--- src/rtl/icmp_pkg.sv ---
// Types and constants shared by the ICMP echo responder modules
`timescale 1ns / 1ps
`default_nettype none

package icmp_pkg;

    localparam int HDR_LEN = 42;
    localparam int POS_W   = 6;

    typedef enum logic [1:0] {
        VERDICT_DROP = 2'd0,
        VERDICT_PASS = 2'd1,
        VERDICT_TX   = 2'd2
    } t_verdict;

    typedef enum logic [1:0] {
        OUT_BODY,
        OUT_MARKER,
        OUT_HDR
    } t_out_sel;

    localparam logic [POS_W-1:0] MAC_LEN       = 6'd6;
    localparam logic [POS_W-1:0] IP_ADDR_LEN   = 6'd4;
    localparam logic [POS_W-1:0] POS_SRC_MAC   = 6'd6;
    localparam logic [POS_W-1:0] POS_ETYPE_HI  = 6'd12;
    localparam logic [POS_W-1:0] POS_ETYPE_LO  = 6'd13;
    localparam logic [POS_W-1:0] POS_IP_FIRST  = 6'd14;
    localparam logic [POS_W-1:0] POS_ID_HI     = 6'd18;
    localparam logic [POS_W-1:0] POS_ID_LO     = 6'd19;
    localparam logic [POS_W-1:0] POS_TTL       = 6'd22;
    localparam logic [POS_W-1:0] POS_PROTO     = 6'd23;
    localparam logic [POS_W-1:0] POS_IPCS_HI   = 6'd24;
    localparam logic [POS_W-1:0] POS_IPCS_LO   = 6'd25;
    localparam logic [POS_W-1:0] POS_SRC_IP    = 6'd26;
    localparam logic [POS_W-1:0] POS_DST_IP    = 6'd30;
    localparam logic [POS_W-1:0] POS_IP_LAST   = 6'd33;
    localparam logic [POS_W-1:0] POS_ICMP_TYPE = 6'd34;
    localparam logic [POS_W-1:0] POS_ICMP_CODE = 6'd35;
    localparam logic [POS_W-1:0] POS_ICMPCS_HI = 6'd36;
    localparam logic [POS_W-1:0] POS_ICMPCS_LO = 6'd37;
    localparam logic [POS_W-1:0] POS_HDR_LAST  = 6'd41;

    localparam logic [15:0] ETHERTYPE_IPV4 = 16'h0800;
    localparam logic [7:0]  PROTO_ICMP     = 8'd1;
    localparam logic [7:0]  ICMP_ECHO_REQ  = 8'd8;
    localparam logic [7:0]  ICMP_ECHO_REP  = 8'd0;
    localparam logic [7:0]  REPLY_TTL      = 8'd64;
    localparam logic [15:0] REPLY_ID       = 16'd24851;

    typedef struct packed {
        logic             wr_en;
        logic [POS_W-1:0] wr_addr;
        logic             rd_en;
        logic [POS_W-1:0] rd_pos;
        logic             tx;
        logic             out_load;
        t_out_sel         out_sel;
        logic             out_last;
        t_verdict         out_verdict;
    } t_dp_cmd;

    typedef struct packed {
        logic is_ipv4;
        logic is_icmp;
        logic echo_req;
        logic echo_rep;
    } t_dp_stat;

endpackage

`default_nettype wire

--- src/rtl/icmp_ifs.sv ---
// Stream and configuration channel interfaces of the ICMP echo responder
`timescale 1ns / 1ps
`default_nettype none

interface icmp_in_if;
    logic       valid;
    logic       ready;
    logic [7:0] frame_byte;
    logic       last_byte;
    modport source (output valid, frame_byte, last_byte, input ready);
    modport sink (input valid, frame_byte, last_byte, output ready);
endinterface

interface icmp_out_if;
    logic       valid;
    logic       ready;
    logic [7:0] out_byte;
    logic       out_last;
    logic [1:0] verdict;
    modport source (output valid, out_byte, out_last, verdict, input ready);
    modport sink (input valid, out_byte, out_last, verdict, output ready);
endinterface

interface icmp_cfg_if;
    logic valid;
    logic ready;
    logic drop_echo_requests;
    modport source (output valid, drop_echo_requests, input ready);
    modport sink (input valid, drop_echo_requests, output ready);
endinterface

`default_nettype wire

--- src/rtl/icmp_dp.sv ---
// Datapath: header RAM, checksum arithmetic, reply rewrite and output word register
`timescale 1ns / 1ps
`default_nettype none

module icmp_dp (
    input  wire                        i_clk,
    input  wire  [7:0]                 i_byte,
    input  icmp_pkg::t_dp_cmd          i_cmd,
    output icmp_pkg::t_dp_stat         o_stat,
    output logic [7:0]                 o_out_byte,
    output logic                       o_out_last,
    output icmp_pkg::t_verdict         o_out_verdict
);

    localparam int SUM_W = 20;

    logic [7:0]       r_mem [icmp_pkg::HDR_LEN];
    logic [7:0]       r_rd_data;
    logic [7:0]       r_b12;
    logic [7:0]       r_b23;
    logic [7:0]       r_b34;
    logic [7:0]       r_b35;
    logic [7:0]       r_b36;
    logic [7:0]       r_b37;
    logic [SUM_W-1:0] r_ip_sum;
    logic [15:0]      r_ip_csum;
    logic [17:0]      r_icmp_sum;
    logic [15:0]      r_icmp_csum;
    logic [7:0]       r_out_byte;
    logic             r_out_last;
    icmp_pkg::t_verdict r_out_verdict;

    logic [icmp_pkg::POS_W-1:0] w_rd_addr;
    logic [7:0]       w_sub;
    logic [SUM_W-1:0] w_contrib;
    logic             w_in_ip;
    logic [16:0]      w_ip_f1;
    logic [15:0]      w_ip_f2;
    logic [17:0]      w_icmp_sum;
    logic [16:0]      w_icmp_f1;
    logic [15:0]      w_icmp_f2;
    logic [7:0]       w_hdr_byte;

    function automatic logic [icmp_pkg::POS_W-1:0] map_addr(
        input logic [icmp_pkg::POS_W-1:0] pos,
        input logic                       tx
    );
        logic [icmp_pkg::POS_W-1:0] a;
        a = pos;
        if (tx) begin
            if (pos < icmp_pkg::POS_SRC_MAC) begin
                a = pos + icmp_pkg::MAC_LEN;
            end else if (pos < icmp_pkg::POS_ETYPE_HI) begin
                a = pos - icmp_pkg::MAC_LEN;
            end else if (pos >= icmp_pkg::POS_SRC_IP && pos < icmp_pkg::POS_DST_IP) begin
                a = pos + icmp_pkg::IP_ADDR_LEN;
            end else if (pos >= icmp_pkg::POS_DST_IP && pos <= icmp_pkg::POS_IP_LAST) begin
                a = pos - icmp_pkg::IP_ADDR_LEN;
            end
        end
        return a;
    endfunction

    assign w_rd_addr = map_addr(i_cmd.rd_pos, i_cmd.tx);

    always_ff @(posedge i_clk) begin
        if (i_cmd.wr_en) begin
            r_mem[i_cmd.wr_addr] <= i_byte;
        end
        if (i_cmd.rd_en) begin
            r_rd_data <= r_mem[w_rd_addr];
        end
    end

    always_ff @(posedge i_clk) begin
        if (i_cmd.wr_en) begin
            case (i_cmd.wr_addr)
                icmp_pkg::POS_ETYPE_HI:  r_b12 <= i_byte;
                icmp_pkg::POS_PROTO:     r_b23 <= i_byte;
                icmp_pkg::POS_ICMP_TYPE: r_b34 <= i_byte;
                icmp_pkg::POS_ICMP_CODE: r_b35 <= i_byte;
                icmp_pkg::POS_ICMPCS_HI: r_b36 <= i_byte;
                icmp_pkg::POS_ICMPCS_LO: r_b37 <= i_byte;
                default: begin
                end
            endcase
        end
    end

    assign o_stat.is_ipv4  = ({r_b12, i_byte} == icmp_pkg::ETHERTYPE_IPV4);
    assign o_stat.is_icmp  = (r_b23 == icmp_pkg::PROTO_ICMP);
    assign o_stat.echo_req = (r_b34 == icmp_pkg::ICMP_ECHO_REQ);
    assign o_stat.echo_rep = (r_b34 == icmp_pkg::ICMP_ECHO_REP);

    // IP header sum with the reply fields already substituted
    always_comb begin
        case (i_cmd.wr_addr)
            icmp_pkg::POS_ID_HI:   w_sub = icmp_pkg::REPLY_ID[15:8];
            icmp_pkg::POS_ID_LO:   w_sub = icmp_pkg::REPLY_ID[7:0];
            icmp_pkg::POS_TTL:     w_sub = icmp_pkg::REPLY_TTL;
            icmp_pkg::POS_IPCS_HI: w_sub = 8'h00;
            icmp_pkg::POS_IPCS_LO: w_sub = 8'h00;
            default:               w_sub = i_byte;
        endcase
    end

    assign w_contrib = i_cmd.wr_addr[0] ? {{(SUM_W-8){1'b0}}, w_sub}
                                        : {{(SUM_W-16){1'b0}}, w_sub, 8'h00};
    assign w_in_ip   = (i_cmd.wr_addr >= icmp_pkg::POS_IP_FIRST) &&
                       (i_cmd.wr_addr <= icmp_pkg::POS_IP_LAST);

    always_ff @(posedge i_clk) begin
        if (i_cmd.wr_en) begin
            if (i_cmd.wr_addr == '0) begin
                r_ip_sum <= '0;
            end else if (w_in_ip) begin
                r_ip_sum <= r_ip_sum + w_contrib;
            end
        end
    end

    assign w_ip_f1 = {1'b0, r_ip_sum[15:0]} + {13'd0, r_ip_sum[SUM_W-1:16]};
    assign w_ip_f2 = w_ip_f1[15:0] + {15'd0, w_ip_f1[16]};

    // ICMP checksum update for the type change
    assign w_icmp_sum = {2'b00, ~{r_b36, r_b37}} + {2'b00, ~{r_b34, r_b35}} +
                        {10'd0, r_b35};
    assign w_icmp_f1  = {1'b0, r_icmp_sum[15:0]} + {15'd0, r_icmp_sum[17:16]};
    assign w_icmp_f2  = w_icmp_f1[15:0] + {15'd0, w_icmp_f1[16]};

    always_ff @(posedge i_clk) begin
        r_ip_csum   <= ~w_ip_f2;
        r_icmp_sum  <= w_icmp_sum;
        r_icmp_csum <= ~w_icmp_f2;
    end

    always_comb begin
        w_hdr_byte = r_rd_data;
        if (i_cmd.tx) begin
            case (i_cmd.rd_pos)
                icmp_pkg::POS_ID_HI:     w_hdr_byte = icmp_pkg::REPLY_ID[15:8];
                icmp_pkg::POS_ID_LO:     w_hdr_byte = icmp_pkg::REPLY_ID[7:0];
                icmp_pkg::POS_TTL:       w_hdr_byte = icmp_pkg::REPLY_TTL;
                icmp_pkg::POS_IPCS_HI:   w_hdr_byte = r_ip_csum[15:8];
                icmp_pkg::POS_IPCS_LO:   w_hdr_byte = r_ip_csum[7:0];
                icmp_pkg::POS_ICMP_TYPE: w_hdr_byte = icmp_pkg::ICMP_ECHO_REP;
                icmp_pkg::POS_ICMPCS_HI: w_hdr_byte = r_icmp_csum[15:8];
                icmp_pkg::POS_ICMPCS_LO: w_hdr_byte = r_icmp_csum[7:0];
                default:                 w_hdr_byte = r_rd_data;
            endcase
        end
    end

    always_ff @(posedge i_clk) begin
        if (i_cmd.out_load) begin
            case (i_cmd.out_sel)
                icmp_pkg::OUT_BODY:   r_out_byte <= i_byte;
                icmp_pkg::OUT_MARKER: r_out_byte <= 8'h00;
                icmp_pkg::OUT_HDR:    r_out_byte <= w_hdr_byte;
                default:              r_out_byte <= 8'h00;
            endcase
            r_out_last    <= i_cmd.out_last;
            r_out_verdict <= i_cmd.out_verdict;
        end
    end

    assign o_out_byte    = r_out_byte;
    assign o_out_last    = r_out_last;
    assign o_out_verdict = r_out_verdict;

endmodule

`default_nettype wire

--- src/rtl/icmp_ctrl.sv ---
// Controller: frame sequencing, verdict, header release and output word valid
`timescale 1ns / 1ps
`default_nettype none

module icmp_ctrl (
    input  wire                 i_clk,
    input  wire                 i_rst_n,
    input  wire                 i_in_valid,
    input  wire                 i_in_last,
    output logic                o_in_ready,
    input  wire                 i_out_ready,
    output logic                o_out_valid,
    input  wire                 i_cfg_valid,
    input  wire                 i_cfg_drop,
    output logic                o_cfg_ready,
    input  icmp_pkg::t_dp_stat  i_stat,
    output icmp_pkg::t_dp_cmd   o_cmd
);

    typedef enum logic [1:0] {
        ST_RECV,
        ST_READ,
        ST_LOAD
    } t_state;

    t_state                     r_state, n_state;
    logic [icmp_pkg::POS_W-1:0] r_count, n_count;
    logic                       r_body, n_body;
    icmp_pkg::t_verdict         r_verdict, n_verdict;
    logic [icmp_pkg::POS_W-1:0] r_pos, n_pos;
    logic [icmp_pkg::POS_W-1:0] r_end_idx, n_end_idx;
    logic                       r_end_last, n_end_last;
    logic                       r_out_valid, n_out_valid;
    logic                       r_drop_req;

    logic                       w_in_fire;
    logic                       w_has_v;
    icmp_pkg::t_verdict         w_v;

    assign o_in_ready  = (r_state == ST_RECV) && !r_out_valid;
    assign o_out_valid = r_out_valid;
    assign o_cfg_ready = 1'b1;
    assign w_in_fire   = i_in_valid && o_in_ready;

    always_comb begin
        w_has_v = 1'b0;
        w_v     = icmp_pkg::VERDICT_DROP;
        if (r_count == icmp_pkg::POS_ETYPE_LO) begin
            if (!i_stat.is_ipv4) begin
                w_has_v = 1'b1;
                w_v     = icmp_pkg::VERDICT_PASS;
            end
        end else if (r_count == icmp_pkg::POS_IP_LAST) begin
            if (!i_stat.is_icmp) begin
                w_has_v = 1'b1;
                w_v     = icmp_pkg::VERDICT_PASS;
            end
        end else if (r_count == icmp_pkg::POS_HDR_LAST) begin
            w_has_v = 1'b1;
            if (i_stat.echo_req) begin
                w_v = r_drop_req ? icmp_pkg::VERDICT_DROP : icmp_pkg::VERDICT_TX;
            end else if (i_stat.echo_rep) begin
                w_v = icmp_pkg::VERDICT_PASS;
            end else begin
                w_v = icmp_pkg::VERDICT_DROP;
            end
        end
        if (!w_has_v && i_in_last) begin
            w_has_v = 1'b1;
        end
    end

    always_comb begin
        n_state     = r_state;
        n_count     = r_count;
        n_body      = r_body;
        n_verdict   = r_verdict;
        n_pos       = r_pos;
        n_end_idx   = r_end_idx;
        n_end_last  = r_end_last;
        n_out_valid = r_out_valid && !i_out_ready;

        o_cmd             = '0;
        o_cmd.wr_addr     = r_count;
        o_cmd.rd_pos      = r_pos;
        o_cmd.tx          = (r_verdict == icmp_pkg::VERDICT_TX);
        o_cmd.out_sel     = icmp_pkg::OUT_BODY;
        o_cmd.out_verdict = r_verdict;

        case (r_state)
            ST_RECV: begin
                if (w_in_fire) begin
                    if (r_body) begin
                        if (r_verdict != icmp_pkg::VERDICT_DROP) begin
                            o_cmd.out_load = 1'b1;
                            o_cmd.out_last = i_in_last;
                            n_out_valid    = 1'b1;
                        end
                        if (i_in_last) begin
                            n_body    = 1'b0;
                            n_verdict = icmp_pkg::VERDICT_DROP;
                        end
                    end else begin
                        o_cmd.wr_en = 1'b1;
                        if (!w_has_v) begin
                            n_count = r_count + 6'd1;
                        end else if (w_v == icmp_pkg::VERDICT_DROP) begin
                            // drop marker word, swallow the rest of the frame
                            o_cmd.out_load    = 1'b1;
                            o_cmd.out_sel     = icmp_pkg::OUT_MARKER;
                            o_cmd.out_last    = 1'b1;
                            o_cmd.out_verdict = icmp_pkg::VERDICT_DROP;
                            n_out_valid       = 1'b1;
                            n_count           = '0;
                            n_body            = !i_in_last;
                            n_verdict         = icmp_pkg::VERDICT_DROP;
                        end else begin
                            n_count    = '0;
                            n_verdict  = w_v;
                            n_end_idx  = r_count;
                            n_end_last = i_in_last;
                            n_pos      = '0;
                            n_state    = ST_READ;
                        end
                    end
                end
            end
            ST_READ: begin
                o_cmd.rd_en = 1'b1;
                n_state     = ST_LOAD;
            end
            ST_LOAD: begin
                if (!r_out_valid || i_out_ready) begin
                    o_cmd.out_load = 1'b1;
                    o_cmd.out_sel  = icmp_pkg::OUT_HDR;
                    o_cmd.out_last = (r_pos == r_end_idx) && r_end_last;
                    n_out_valid    = 1'b1;
                    if (r_pos == r_end_idx) begin
                        n_state = ST_RECV;
                        n_body  = !r_end_last;
                        if (r_end_last) begin
                            n_verdict = icmp_pkg::VERDICT_DROP;
                        end
                    end else begin
                        n_pos   = r_pos + 6'd1;
                        n_state = ST_READ;
                    end
                end
            end
            default: begin
                n_state = ST_RECV;
            end
        endcase
    end

    always_ff @(posedge i_clk) begin
        if (!i_rst_n) begin
            r_state     <= ST_RECV;
            r_count     <= '0;
            r_body      <= 1'b0;
            r_verdict   <= icmp_pkg::VERDICT_DROP;
            r_pos       <= '0;
            r_end_idx   <= '0;
            r_end_last  <= 1'b0;
            r_out_valid <= 1'b0;
            r_drop_req  <= 1'b0;
        end else begin
            r_state     <= n_state;
            r_count     <= n_count;
            r_body      <= n_body;
            r_verdict   <= n_verdict;
            r_pos       <= n_pos;
            r_end_idx   <= n_end_idx;
            r_end_last  <= n_end_last;
            r_out_valid <= n_out_valid;
            if (i_cfg_valid) begin
                r_drop_req <= i_cfg_drop;
            end
        end
    end

endmodule

`default_nettype wire

--- src/rtl/icmp_echo_responder.sv ---
// ICMP echo responder: byte stream in, dropped, passed or echo-reply byte stream out.
// Header bytes go into the header RAM; no word out until the verdict byte (13, 33 or 41) or the last byte.
// Release of held header: each word is read from the header RAM read port (ST_READ) and then
// loaded (ST_LOAD), up to 42 words; no new input byte is accepted while an output word is pending.
// Body words are registered: output valid rises in the cycle after the input byte is accepted.
// Reset (sync, active low) clears control state and the drop flag; header RAM is not cleared.
`timescale 1ns / 1ps
`default_nettype none

module icmp_echo_responder (
    input  wire         i_clk,
    input  wire         i_rst_n,
    icmp_in_if.sink     i_frame,
    icmp_out_if.source  o_reply,
    icmp_cfg_if.sink    i_cfg
);

    icmp_pkg::t_dp_cmd  w_cmd;
    icmp_pkg::t_dp_stat w_stat;
    icmp_pkg::t_verdict w_out_verdict;

    icmp_ctrl u_ctrl (
        .i_clk       (i_clk),
        .i_rst_n     (i_rst_n),
        .i_in_valid  (i_frame.valid),
        .i_in_last   (i_frame.last_byte),
        .o_in_ready  (i_frame.ready),
        .i_out_ready (o_reply.ready),
        .o_out_valid (o_reply.valid),
        .i_cfg_valid (i_cfg.valid),
        .i_cfg_drop  (i_cfg.drop_echo_requests),
        .o_cfg_ready (i_cfg.ready),
        .i_stat      (w_stat),
        .o_cmd       (w_cmd)
    );

    icmp_dp u_dp (
        .i_clk         (i_clk),
        .i_byte        (i_frame.frame_byte),
        .i_cmd         (w_cmd),
        .o_stat        (w_stat),
        .o_out_byte    (o_reply.out_byte),
        .o_out_last    (o_reply.out_last),
        .o_out_verdict (w_out_verdict)
    );

    assign o_reply.verdict = w_out_verdict;

endmodule

`default_nettype wire

--- src/flat_wrapper.sv ---
// flat-port wrapper written by rule: the top's interface ports become plain ports
module icmp_echo_responder_flat 
  (i_clk, i_rst_n, i_frame_valid, i_frame_frame_byte, i_frame_last_byte, i_frame_ready, o_reply_valid, o_reply_out_byte, o_reply_out_last, o_reply_verdict, o_reply_ready, i_cfg_valid, i_cfg_drop_echo_requests, i_cfg_ready);
  icmp_in_if i_frame_i ();
  icmp_out_if o_reply_i ();
  icmp_cfg_if i_cfg_i ();
  input  wire i_clk;
  input  wire i_rst_n;
  input wire logic [$bits(i_frame_i.valid)-1:0] i_frame_valid;
  input wire logic [$bits(i_frame_i.frame_byte)-1:0] i_frame_frame_byte;
  input wire logic [$bits(i_frame_i.last_byte)-1:0] i_frame_last_byte;
  output wire logic [$bits(i_frame_i.ready)-1:0] i_frame_ready;
  output wire logic [$bits(o_reply_i.valid)-1:0] o_reply_valid;
  output wire logic [$bits(o_reply_i.out_byte)-1:0] o_reply_out_byte;
  output wire logic [$bits(o_reply_i.out_last)-1:0] o_reply_out_last;
  output wire logic [$bits(o_reply_i.verdict)-1:0] o_reply_verdict;
  input wire logic [$bits(o_reply_i.ready)-1:0] o_reply_ready;
  input wire logic [$bits(i_cfg_i.valid)-1:0] i_cfg_valid;
  input wire logic [$bits(i_cfg_i.drop_echo_requests)-1:0] i_cfg_drop_echo_requests;
  output wire logic [$bits(i_cfg_i.ready)-1:0] i_cfg_ready;
  assign i_frame_i.valid = i_frame_valid;
  assign i_frame_i.frame_byte = i_frame_frame_byte;
  assign i_frame_i.last_byte = i_frame_last_byte;
  assign i_frame_ready = i_frame_i.ready;
  assign o_reply_valid = o_reply_i.valid;
  assign o_reply_out_byte = o_reply_i.out_byte;
  assign o_reply_out_last = o_reply_i.out_last;
  assign o_reply_verdict = o_reply_i.verdict;
  assign o_reply_i.ready = o_reply_ready;
  assign i_cfg_i.valid = i_cfg_valid;
  assign i_cfg_i.drop_echo_requests = i_cfg_drop_echo_requests;
  assign i_cfg_ready = i_cfg_i.ready;
  icmp_echo_responder u_core (.i_clk(i_clk), .i_rst_n(i_rst_n), .i_frame(i_frame_i), .o_reply(o_reply_i), .i_cfg(i_cfg_i));
endmodule
--- config.mk ---
export PLATFORM = sky130hd
export DESIGN_NAME = icmp_echo_responder_flat
export DESIGN_NICKNAME = d
export VERILOG_FILES = /design/src/rtl/icmp_pkg.sv /design/src/rtl/icmp_ifs.sv /design/src/rtl/icmp_dp.sv /design/src/rtl/icmp_ctrl.sv /design/src/rtl/icmp_echo_responder.sv /design/src/flat_wrapper.sv
export SDC_FILE = /design/constraint.sdc
export NUM_CORES = 1
export LEC_CHECK = 0
export ABC_CLOCK_PERIOD_IN_PS = 4700
export BUFFER_PORTS_ARGS = -buffer_cell sky130_fd_sc_hd__buf_2
export CORE_UTILIZATION = 60
export CTS_CLUSTER_SIZE = 25
export DETAILED_ROUTE_END_ITERATION = 6
export GPL_ROUTABILITY_DRIVEN = 0
export PLACE_DENSITY = 0.76
export SLEW_MARGIN = 20
export SYNTH_ARGS = -nofsm -noshare
export SYNTH_HDL_FRONTEND = slang
export SYNTH_HIERARCHICAL = 1
export SYNTH_SLANG_ARGS = --single-unit
--- constraint.sdc ---
create_clock -name i_clk -period 4.7 [get_ports i_clk]
set_input_delay 0.94 -clock i_clk [delete_from_list [all_inputs] [get_ports i_clk]]
set_output_delay 0.94 -clock i_clk [all_outputs]
set_load 0.02 [all_outputs]
==> results of run 1 <==
==> layout make-up <==
type / count / area [µm²] / share of cell area, %
timing repair buffer: 61 / 403 / 1.58
inverter: 66 / 249 / 0.978
tap: 511 / 639 / 2.51
clock inverter: 27 / 209 / 0.821
sequential: 499 / 14200 / 55.9
clock buffer: 64 / 1430 / 5.62
multi-input combinational: 1013 / 8300 / 32.6
antenna: 1 / 2.50 / 0.00983
==> through the flow <==
stage	worst slack [ns]	hold slack (ns)	utilization, %
floorplan	0.751	0.448	-
global placement	0.639	0.478	63.1
detailed placement	0.482	0.476	63.1
CTS	0.477	0.486	67.4
global route	0.184	0.517	67.4
finish	0.397	0.490	67.4
==> worst register-to-register path: cells and delay by family, from the launching register on <==
kind	cells	cell delay, ns
AO/OA/AOI/OAI	8	2.09
adder cells (fa/ha/maj)	1	0.31
flip-flops	1	0.57
multiplexers	1	0.10
AND/OR/NAND/NOR	4	0.97
==> worst paths after layout <==
path | start | cells after the start | to | slack (ns)
min | u_core/u_ctrl/r_verdict[1] | 2 | u_core/u_ctrl/r_verdict[1] | 0.49
max reg2reg | u_core/u_ctrl/r_count[4] | 14 | u_core/u_dp/r_ip_sum[17] | 0.40
max | u_core/u_ctrl/r_count[4] | 14 | u_core/u_dp/r_ip_sum[17] | 0.40
min reg2reg | u_core/u_ctrl/r_verdict[1] | 2 | u_core/u_ctrl/r_verdict[1] | 0.49
==> report_power, final <==
group | switching [mW] | leakage [nW] | internal [mW] | total (mW)
combinational | 0.357 | 4.10 | 0.209 | 0.566
sequential | 0.0894 | 4.46 | 4.89 | 4.98
clock | 1.66 | 0.812 | 2.26 | 3.92
==> sequential cells by signal (all words and copies together), names as in the netlist, 16 cells and up <==
register	flops
u_core/u_dp/r_ip_csum	16
u_core/u_dp/r_ip_sum	20
u_core/u_dp/r_icmp_csum	16
u_core/u_dp/r_mem	336
u_core/u_dp/r_icmp_sum	18
==> logic make-up after synthesis <==
logic type      count (synthesis)  synth area share, %
compound gates                248                 7.64
xor+xnor                       86                 3.27
fa+ha+maj                      80                 4.48
buf+inv                       131                 2.45
flops                         499                 61.8
mux                           172                 11.0
other cells                     1               0.0163
simple gates                  426                 9.40
==> cells in the mapped netlist, types with 5 or more instances <==
master | count | area share (%)
edfxtp_1 | 423 | 55
nor2_1 | 148 | 2.4
mux2i_1 | 106 | 4.6
dfxtp_1 | 76 | 6.6
ha_1 | 76 | 4.1
nand2_1 | 69 | 1.1
inv_1 | 64 | 1.0
mux4_2 | 64 | 6.3
a21oi_1 | 48 | 1.0
xnor2_1 | 43 | 1.6
xor2_1 | 43 | 1.6
o21ai_0 | 40 | 0.87
clkbuf_1 | 34 | 0.55
nand3_1 | 26 | 0.57
nor3_1 | 24 | 0.52
nor2b_1 | 21 | 0.57
and3_1 | 20 | 0.54
nand4_1 | 19 | 0.52
o22ai_1 | 18 | 0.49
a21o_1 | 16 | 0.52
buf_2 | 16 | 0.35
and2_1 | 15 | 0.41
or2_2 | 15 | 0.41
nand2b_1 | 14 | 0.38
a211oi_1 | 10 | 0.33
a31oi_1 | 10 | 0.27
o21a_1 | 10 | 0.33
nor4_1 | 9 | 0.24
or3_1 | 8 | 0.22
o22a_1 | 7 | 0.27
a211o_1 | 6 | 0.23
a21boi_0 | 6 | 0.20
a221oi_1 | 6 | 0.23
a22oi_1 | 6 | 0.20
buf_1 | 6 | 0.098
buf_4 | 6 | 0.20
o211ai_1 | 6 | 0.20
o31a_1 | 6 | 0.23
nand4b_1 | 5 | 0.19
o31ai_1 | 5 | 0.16
==> per-layer routing <==
layer  up-vias  global-route usage, %
met5         -                      0
met4         0                   10.1
met3       100                   5.06
met2       669                   42.0
met1      6987                   39.1
li1       6363                      -
==> flow_metrics.env, run 1 <==
export IMPL_avgSynthCellArea_um2=14.0
export IMPL_wirelength_met1_mm=21.9
export IMPL_ir_drop_v=0.000293
export IMPL_cts_resized=0
export IMPL_place_area_mm2=0.0238
export IMPL_wl_met2_mm=24.1
export IMPL_hpwl_mm=34.1
export IMPL_synth_ff_type="edfxtp_1"
export IMPL_grt_first_pass_wirelength_mm=79.2
export IMPL_synth_nets=1738
export IMPL_cts_sinks=499
export IMPL_synth_edf_count=423
export IMPL_timing_slew_headroom_pct=32.7
export IMPL_post_route_period_util_pct=91.5
export IMPL_dieWidth_um=198
export IMPL_coreArea_mm2=0.0378
export IMPL_finalHoldViolCount=0
export IMPL_yosysWarnings=6
export IMPL_gr_total_overflow=0
export IMPL_drc=0
export IMPL_critPathArrivalTime_ns=4.64
export IMPL_tns_ns=0
export IMPL_wl_met3_mm=4.43
export IMPL_numCtsBuffers=50
export IMPL_wl_mm=52.1
export IMPL_critical_path_class="flop to flop"
export IMPL_cts_tree="yes"
export IMPL_stdcell_count=2242
export IMPL_firstDrtPassIters=6
export IMPL_nNetsFinal=1786
export IMPL_setup_viol=0
export IMPL_clockBufferDepth=3
export IMPL_layout_drive_gt1_share_pct=13.9
export IMPL_track_usage_pct=27.3
export IMPL_total_power_mw=9.47
export IMPL_highest_layer="met4"
export IMPL_die_area_mm2=0.0392
export IMPL_cts_root_buf="clkbuf_16"
export IMPL_synth_cell_types=93
export IMPL_worst_path_buf_inv=0
export IMPL_cts_hold_buf=0
export IMPL_rsz0062_at_grt="false"
export IMPL_initialDrtViolationCount=1545
export IMPL_worst_pin_slew_ns=1.00
export IMPL_fmax_mhz=232
export IMPL_finClkSkew_ns=0.0188
export IMPL_initial_utilization_pct=61.0
export IMPL_leakage_nw=9.37
export IMPL_syn_to_final_growth_pct=10.6
export IMPL_period_minus_slack_ns=4.30
export IMPL_avgViaCountPerCell=6.30
export IMPL_drv_cap=0
export IMPL_grt_start_max_net_pins=68
export IMPL_clk_pin_slew_ns=0.06
export IMPL_antenna_found_initial=1
export IMPL_required_ns=5.04
export IMPL_ys_async_sr_fraction_pct=0
export IMPL_cts_setup_buffers=0
export IMPL_grt_pass1_vias=13500
export IMPL_layout_commonest_cell="edfxtp_1"
export IMPL_wl_per_cell_um=23.3
export IMPL_num_rows=71
export IMPL_worstPathMaxFanout=12
export IMPL_ant_nets=0
export IMPL_dp_cells=2150
export IMPL_synth_area_mm2=0.0230
export IMPL_crit_top_cell="o31a_1"
export IMPL_crit_path_start_kind="flop"
export IMPL_io_buffers=27
export IMPL_fin_area_mm2=0.0255
export IMPL_ioPinCount=29
export IMPL_status="complete, no violations"
export IMPL_clock_latency_ns=0.59
export IMPL_synth_seq_cells=499
export IMPL_cp_cell_sequence="nand2b_1, or2_2, nor2_1, o21ai_0, a21boi_0, ha_1, a21o_1, a221o_1, o2111a_1, o31a_1, o31a_1, o21ai_1, mux2i_1, and3_1"
export IMPL_worst_path_max_delay_cell="dfxtp_1"
export IMPL_fillCellCount=2559
export IMPL_htree_levels=2
export IMPL_hold_class="flop to flop"
export IMPL_cp_end_kind="flop"
export IMPL_syn_inst=1643
export IMPL_vias=14100
export IMPL_critPathTopFamily="compound AO/OA/AOI/OAI gates"
export IMPL_power_density_mw_per_mm2=372
export IMPL_final_max_slew_viol_count=0
export IMPL_ys_seq_area_share_pct=61.8
export IMPL_final_cell_mix="423 x edfxtp_1, 148 x nor2_1, 106 x mux2i_1"
export IMPL_critical_path_max_stage_delay_ns=0.57
export IMPL_die_h_um=198
(Power assumes the default switching activity.)
==> run 2: changes to the inputs <==
--- a/config.mk
+++ b/config.mk
@@ -7,6 +7,7 @@
 export LEC_CHECK = 0
 export ABC_CLOCK_PERIOD_IN_PS = 4700
 export BUFFER_PORTS_ARGS = -buffer_cell sky130_fd_sc_hd__buf_2
+export CORE_ASPECT_RATIO = 0.9
 export CORE_UTILIZATION = 60
 export CTS_CLUSTER_SIZE = 25
 export DETAILED_ROUTE_END_ITERATION = 6
==> run 2 against run 1 <==
Routed wire length shrank 1.4%. Fmax grew 0.15%. Register-to-register slack is essentially flat. Via count shrank 0.45%. Largest cell class unchanged.
==> flow_metrics.env, run 2 (synthesis results as in run 1) <==
export IMPL_wl_mm=51.4
export IMPL_drc=0
export IMPL_critPathArrivalTime_ns=4.63
export IMPL_final_max_slew_viol_count=0
export IMPL_crit_path_start="u_core/u_ctrl/r_count[4]"
export IMPL_finClkSkew_ns=0.0254
export IMPL_nNetsFinal=1784
export IMPL_leakage_nw=9.33
export IMPL_cts_sinks=499
export IMPL_hold_class="flop to flop"
export IMPL_clock_latency_ns=0.59
export IMPL_fmax_mhz=233
export IMPL_num_rows=67
export IMPL_final_cell_mix="423 x edfxtp_1, 148 x nor2_1, 106 x mux2i_1"
export IMPL_crit_top_cell="o31a_1"
export IMPL_gr_total_overflow=0
export IMPL_die_h_um=188
export IMPL_initialDrtViolationCount=1473
export IMPL_drv_cap=0
export IMPL_firstDrtPassIters=6
export IMPL_cts_tree="yes"
export IMPL_largest_register_ffs=336
export IMPL_setup_viol=0
export IMPL_avgViaCountPerCell=6.35
export IMPL_ant_nets=0
export IMPL_grt_first_pass_wirelength_mm=78.8
export IMPL_rsz0062_at_grt="false"
export IMPL_layout_drive_gt1_share_pct=13.3
export IMPL_rr_endpoint="u_core/u_dp/r_ip_sum[17]"
export IMPL_track_usage_pct=26.8
export IMPL_antenna_found_initial=3
export IMPL_status="complete, no violations"
export IMPL_cts_root_buf="clkbuf_16"
export IMPL_dieWidth_um=208
export IMPL_wl_per_cell_um=23.2
export IMPL_cts_hold_buf=0
export IMPL_critical_path_max_stage_delay_ns=0.54
export IMPL_tns_ns=0
export IMPL_power_density_mw_per_mm2=370
export IMPL_io_buffers=27
export IMPL_hp_start="u_core/u_ctrl/r_verdict[1]"
export IMPL_critPathTopFamily="compound AO/OA/AOI/OAI gates"
export IMPL_worst_pin_slew_ns=1.02
export IMPL_worst_path_buf_inv=0
export IMPL_clk_pin_slew_ns=0.06
export IMPL_finalHoldViolCount=0
export IMPL_hold_slack_ns=0.495
export IMPL_hold_depth=2
export IMPL_dp_cells=2120
export IMPL_htree_levels=2
export IMPL_post_route_period_util_pct=91.4
export IMPL_initial_utilization_pct=61.3
export IMPL_reg2reg_from="u_core/u_ctrl/r_count[4]"
export IMPL_cts_resized=0
export IMPL_hpwl_mm=33.7
export IMPL_whs_endpoint="u_core/u_ctrl/r_verdict[1]"
export IMPL_required_ns=5.04
export IMPL_top_regs="u_core/u_dp/r_mem x336, u_core/u_dp/r_ip_sum x20, u_core/u_dp/r_icmp_sum x18"
export IMPL_clockBufferDepth=3
export IMPL_die_area_mm2=0.0392
export IMPL_period_minus_slack_ns=4.30
export IMPL_cp_end_kind="flop"
export IMPL_cp_cell_sequence="nand2b_1, or2_2, nor2_1, o21ai_0, a21boi_0, ha_1, a21o_1, a221o_1, o2111a_1, o31a_1, o31a_1, o21ai_1, mux2i_1, and3_1"
export IMPL_critical_path_class="flop to flop"
export IMPL_numCtsBuffers=50
export IMPL_worstPathMaxFanout=12
export IMPL_vias=14100
export IMPL_worst_path_max_delay_cell="dfxtp_1"
export IMPL_top_register="u_core/u_dp/r_mem"
export IMPL_ioPinCount=29
export IMPL_grt_pass1_vias=13400
export IMPL_cts_setup_buffers=0
export IMPL_grt_start_max_net_pins=77
export IMPL_ir_drop_v=0.000286
export IMPL_reg2reg_depth=14
export IMPL_coreArea_mm2=0.0376
export IMPL_timing_slew_headroom_pct=31.8
export IMPL_stdcell_count=2214
export IMPL_syn_to_final_growth_pct=10.2
export IMPL_crit_path_start_kind="flop"
export IMPL_layout_commonest_cell="edfxtp_1"
export IMPL_reg2reg_setup_slack_ns=0.40
run 2: layout make-up:
class / count / area [µm²]
clock inverters: 21 / 228
multi-input cells: 1013 / 8290
inverters: 66 / 249
clock buffers: 70 / 1350
fillers: 2572 / 12200
diodes: 3 / 7.51
repair buffers: 59 / 425
flip-flops and latches: 499 / 14200
well taps: 483 / 604
run 2: how the worst max path moves through the flow:
stage	end	depth (start not counted)
floorplan	u_core/u_dp/r_ip_sum[18]	16
global placement	u_core/u_dp/r_ip_sum[18]	13
detailed placement	u_core/u_dp/r_ip_sum[17]	14
CTS	u_core/u_dp/r_ip_sum[17]	14
global route	u_core/u_dp/r_ip_sum[17]	14
finish	u_core/u_dp/r_ip_sum[17]	14
run 2: power by group:
part	total, mW	leakage (nW)	switching, mW	internal, mW
Combinational	0.562	4.11	0.356	0.205
Clock	3.87	0.767	1.60	2.27
Sequential	4.96	4.46	0.0707	4.89
Total	9.39	9.33	2.02	7.37
run 2: worst min-delay path, delay by kind of cell (launching register included):
kind             cells  cell delay, ns
DFF                  1            0.33
muxes                1            0.06
and+or+nand+nor      1            0.06
run 2: through the flow:
stage / setup slack [ns] / util, % / area [µm²] / total power, mW
after floorplan: 0.751 / - / 23000 / 5.40
after global placement: 0.597 / 63.4 / 23800 / 5.59
after detailed placement: 0.513 / 63.4 / 23800 / 5.61
after CTS: 0.484 / 67.6 / 25400 / 9.45
after global routing: 0.195 / 67.6 / 25400 / 9.67
final: 0.404 / 67.6 / 25400 / 9.39
run 2: layer usage:
metal / global-route usage (%) / vias to the layer above / part of all wire [%]
met1: 39.5 / 6974 / 43
met5: 0 / - / 0.025
li1: - / 6372 / -
met4: 6.21 / 2 / 1.9
met2: 41.6 / 631 / 46
met3: 4.92 / 76 / 8.7
==> run 3: changes to the inputs <==
--- a/config.mk
+++ b/config.mk
@@ -8,11 +8,11 @@
 export ABC_CLOCK_PERIOD_IN_PS = 4700
 export BUFFER_PORTS_ARGS = -buffer_cell sky130_fd_sc_hd__buf_2
 export CORE_ASPECT_RATIO = 0.9
-export CORE_UTILIZATION = 60
+export CORE_UTILIZATION = 39
 export CTS_CLUSTER_SIZE = 25
 export DETAILED_ROUTE_END_ITERATION = 6
 export GPL_ROUTABILITY_DRIVEN = 0
-export PLACE_DENSITY = 0.76
+export PLACE_DENSITY = 0.54
 export SLEW_MARGIN = 20
 export SYNTH_ARGS = -nofsm -noshare
 export SYNTH_HDL_FRONTEND = slang
==> run 3 against run 2 <==
Global-route usage shrank 7.9 points. Combinational power increased by 4.1%. Clock power is 2% higher. Via count decreased by 1.7%. Sequential share of layout area fell by 1.1 points. Power up 1.2%. Sequential power is essentially flat. Critical path depth did not move. Clock-buffer cell count is the same. Clock skew grew 0.0015 ns. Critical path type unchanged. Critical endpoint unchanged. Largest cell class unchanged. Highest routed layer is now met4.
==> flow_metrics.env, run 3 (synthesis results as in run 1) <==
export IMPL_seq_area_mm2=0.0142
export IMPL_firstDrtPassIters=5
export IMPL_clockBufferDepth=3
export IMPL_htree_levels=2
export IMPL_grt_start_max_net_pins=82
export IMPL_top_regs="u_core/u_dp/r_mem x336, u_core/u_dp/r_ip_sum x20, u_core/u_dp/r_icmp_sum x18"
export IMPL_gr_total_overflow=0
export IMPL_io_buffers=27
export IMPL_finClkSkew_ns=0.0269
export IMPL_cts_resized=0
export IMPL_vias=13800
export IMPL_worst_path_max_delay_cell="or2_2"
export IMPL_fmax_mhz=245
export IMPL_leakage_nw=9.45
export IMPL_avgViaCountPerCell=5.49
export IMPL_clock_latency_ns=0.62
export IMPL_power_density_mw_per_mm2=367
export IMPL_initial_utilization_pct=39.5
export IMPL_initialDrtViolationCount=1099
export IMPL_ioPinCount=29
export IMPL_numCtsBuffers=53
export IMPL_grt_pass1_vias=13600
export IMPL_clk_pin_slew_ns=0.06
export IMPL_worst_path_buf_inv=0
export IMPL_largest_register_ffs=336
export IMPL_final_max_slew_viol_count=0
export IMPL_status="complete, no violations"
export IMPL_critPathTopFamily="compound AO/OA/AOI/OAI gates"
export IMPL_grt_first_pass_wirelength_mm=85.0
export IMPL_post_route_period_util_pct=86.8
export IMPL_wl_per_cell_um=22.2
export IMPL_worstPathMaxFanout=10
export IMPL_antenna_found_initial=3
export IMPL_finalHoldViolCount=0
export IMPL_top_register="u_core/u_dp/r_mem"
export IMPL_wl_met2_mm=24.8
export IMPL_rsz0062_at_grt="false"
export IMPL_crit_top_cell="o31a_1"
export IMPL_hold_class="flop to flop"
export IMPL_die_h_um=233
export IMPL_layout_drive_gt1_share_pct=14.6
export IMPL_critical_path_max_stage_delay_ns=0.43
export IMPL_die_area_mm2=0.0600
export IMPL_critPathArrivalTime_ns=4.43
export IMPL_cp_end_kind="flop"
export IMPL_coreArea_mm2=0.0583
export IMPL_num_rows=84
export IMPL_ir_drop_v=0.000254
export IMPL_cts_root_buf="clkbuf_16"
export IMPL_setup_viol=0
export IMPL_cp_cell_sequence="nand2b_1, or2_2, nor2_1, o21ai_0, a21boi_0, ha_1, a21o_1, a221o_1, o2111a_1, o31a_1, o31a_1, o21ai_1, mux2i_1, and3_1"
export IMPL_layout_commonest_cell="edfxtp_1"
export IMPL_cts_setup_buffers=0
export IMPL_drv_cap=0
export IMPL_cts_tree="yes"
export IMPL_critical_path_class="flop to flop"
export IMPL_worst_pin_slew_ns=0.999
export IMPL_dp_slack_ns=0.539
export IMPL_syn_to_final_growth_pct=12.5
export IMPL_multi_input_area_mm2=0.00829
export IMPL_fin_ws_ns=0.619
export IMPL_final_cell_mix="423 x edfxtp_1, 148 x nor2_1, 106 x mux2i_1"
export IMPL_crit_path_start_kind="flop"
export IMPL_track_usage_pct=18.9
export IMPL_hold_slack_ns=0.496
export IMPL_cts_hold_buf=0
export IMPL_cts_sinks=499
export IMPL_tns_ns=0
export IMPL_hpwl_mm=37.1
export IMPL_wirelength_met1_mm=27.1
export IMPL_ant_nets=0
export IMPL_fillCellCount=5249
export IMPL_timing_slew_headroom_pct=33.2
export IMPL_wl_met3_mm=2.77
export IMPL_drc=0
export IMPL_dieWidth_um=258
export IMPL_required_ns=5.05
export IMPL_highest_layer="met4"
export IMPL_nNetsFinal=1798
export IMPL_wl_mm=55.8
export IMPL_period_minus_slack_ns=4.08
## run 3: cell count changes in the layout (fill, tap and decap cells not counted), sizes merged
cell,change
inv,+2
clkinv,+6
diode,-2
buf,+11
bufinv,-5
## run 3: per-stage QoR
| stage | power, mW | cells | cell area (µm²) | utilization (%) |
|---|---|---|---|---|
| 6_report | 9.51 | 2517 | 25900 | 44.4 |
| 5_1_grt | 9.84 | 2516 | 25900 | 44.4 |
| 4_1_cts | 9.62 | 2516 | 25900 | 44.4 |
| 3_5_place_dp | 5.63 | 2422 | 24200 | 41.6 |
| 3_3_place_gp | 5.63 | 2422 | 24200 | 41.6 |
| 2_1_floorplan | 5.40 | 1643 | 23000 | - |
## run 3: layout make-up
class / count / area share, %
Clock buffer: 70 / 5.73
Sequential cell: 499 / 54.9
Timing Repair Buffer: 70 / 1.96
Multi-Input combinational cell: 1013 / 32.0
Tap cell: 774 / 3.74
Clock inverter: 24 / 0.633
Inverter: 66 / 0.961
Antenna cell: 1 / 0.00966
## run 3: power breakdown
part           switching [mW]  internal [mW]
sequential             0.0677           4.89
clock                    1.73           2.23
combinational           0.374          0.211
## run 3: metal layers
metal	GRT usage [%]	vias to the layer above
li1	-	6400
met3	2.59	71
met2	28.7	345
met5	0	-
met4	5.09	0
met1	28.1	6998
## run 3: final timing paths
| path | start | end | slack, ns | cells after the start |
|---|---|---|---|---|
| worst min register to register | u_core/u_ctrl/r_end_idx[4] | u_core/u_ctrl/r_end_idx[4] | 0.50 | 1 |
| worst min-delay path | u_core/u_ctrl/r_end_idx[4] | u_core/u_ctrl/r_end_idx[4] | 0.50 | 1 |
| worst max register to register | u_core/u_ctrl/r_count[5] | u_core/u_dp/r_ip_sum[17] | 0.62 | 14 |
| worst max-delay path | u_core/u_ctrl/r_count[5] | u_core/u_dp/r_ip_sum[17] | 0.62 | 14 |
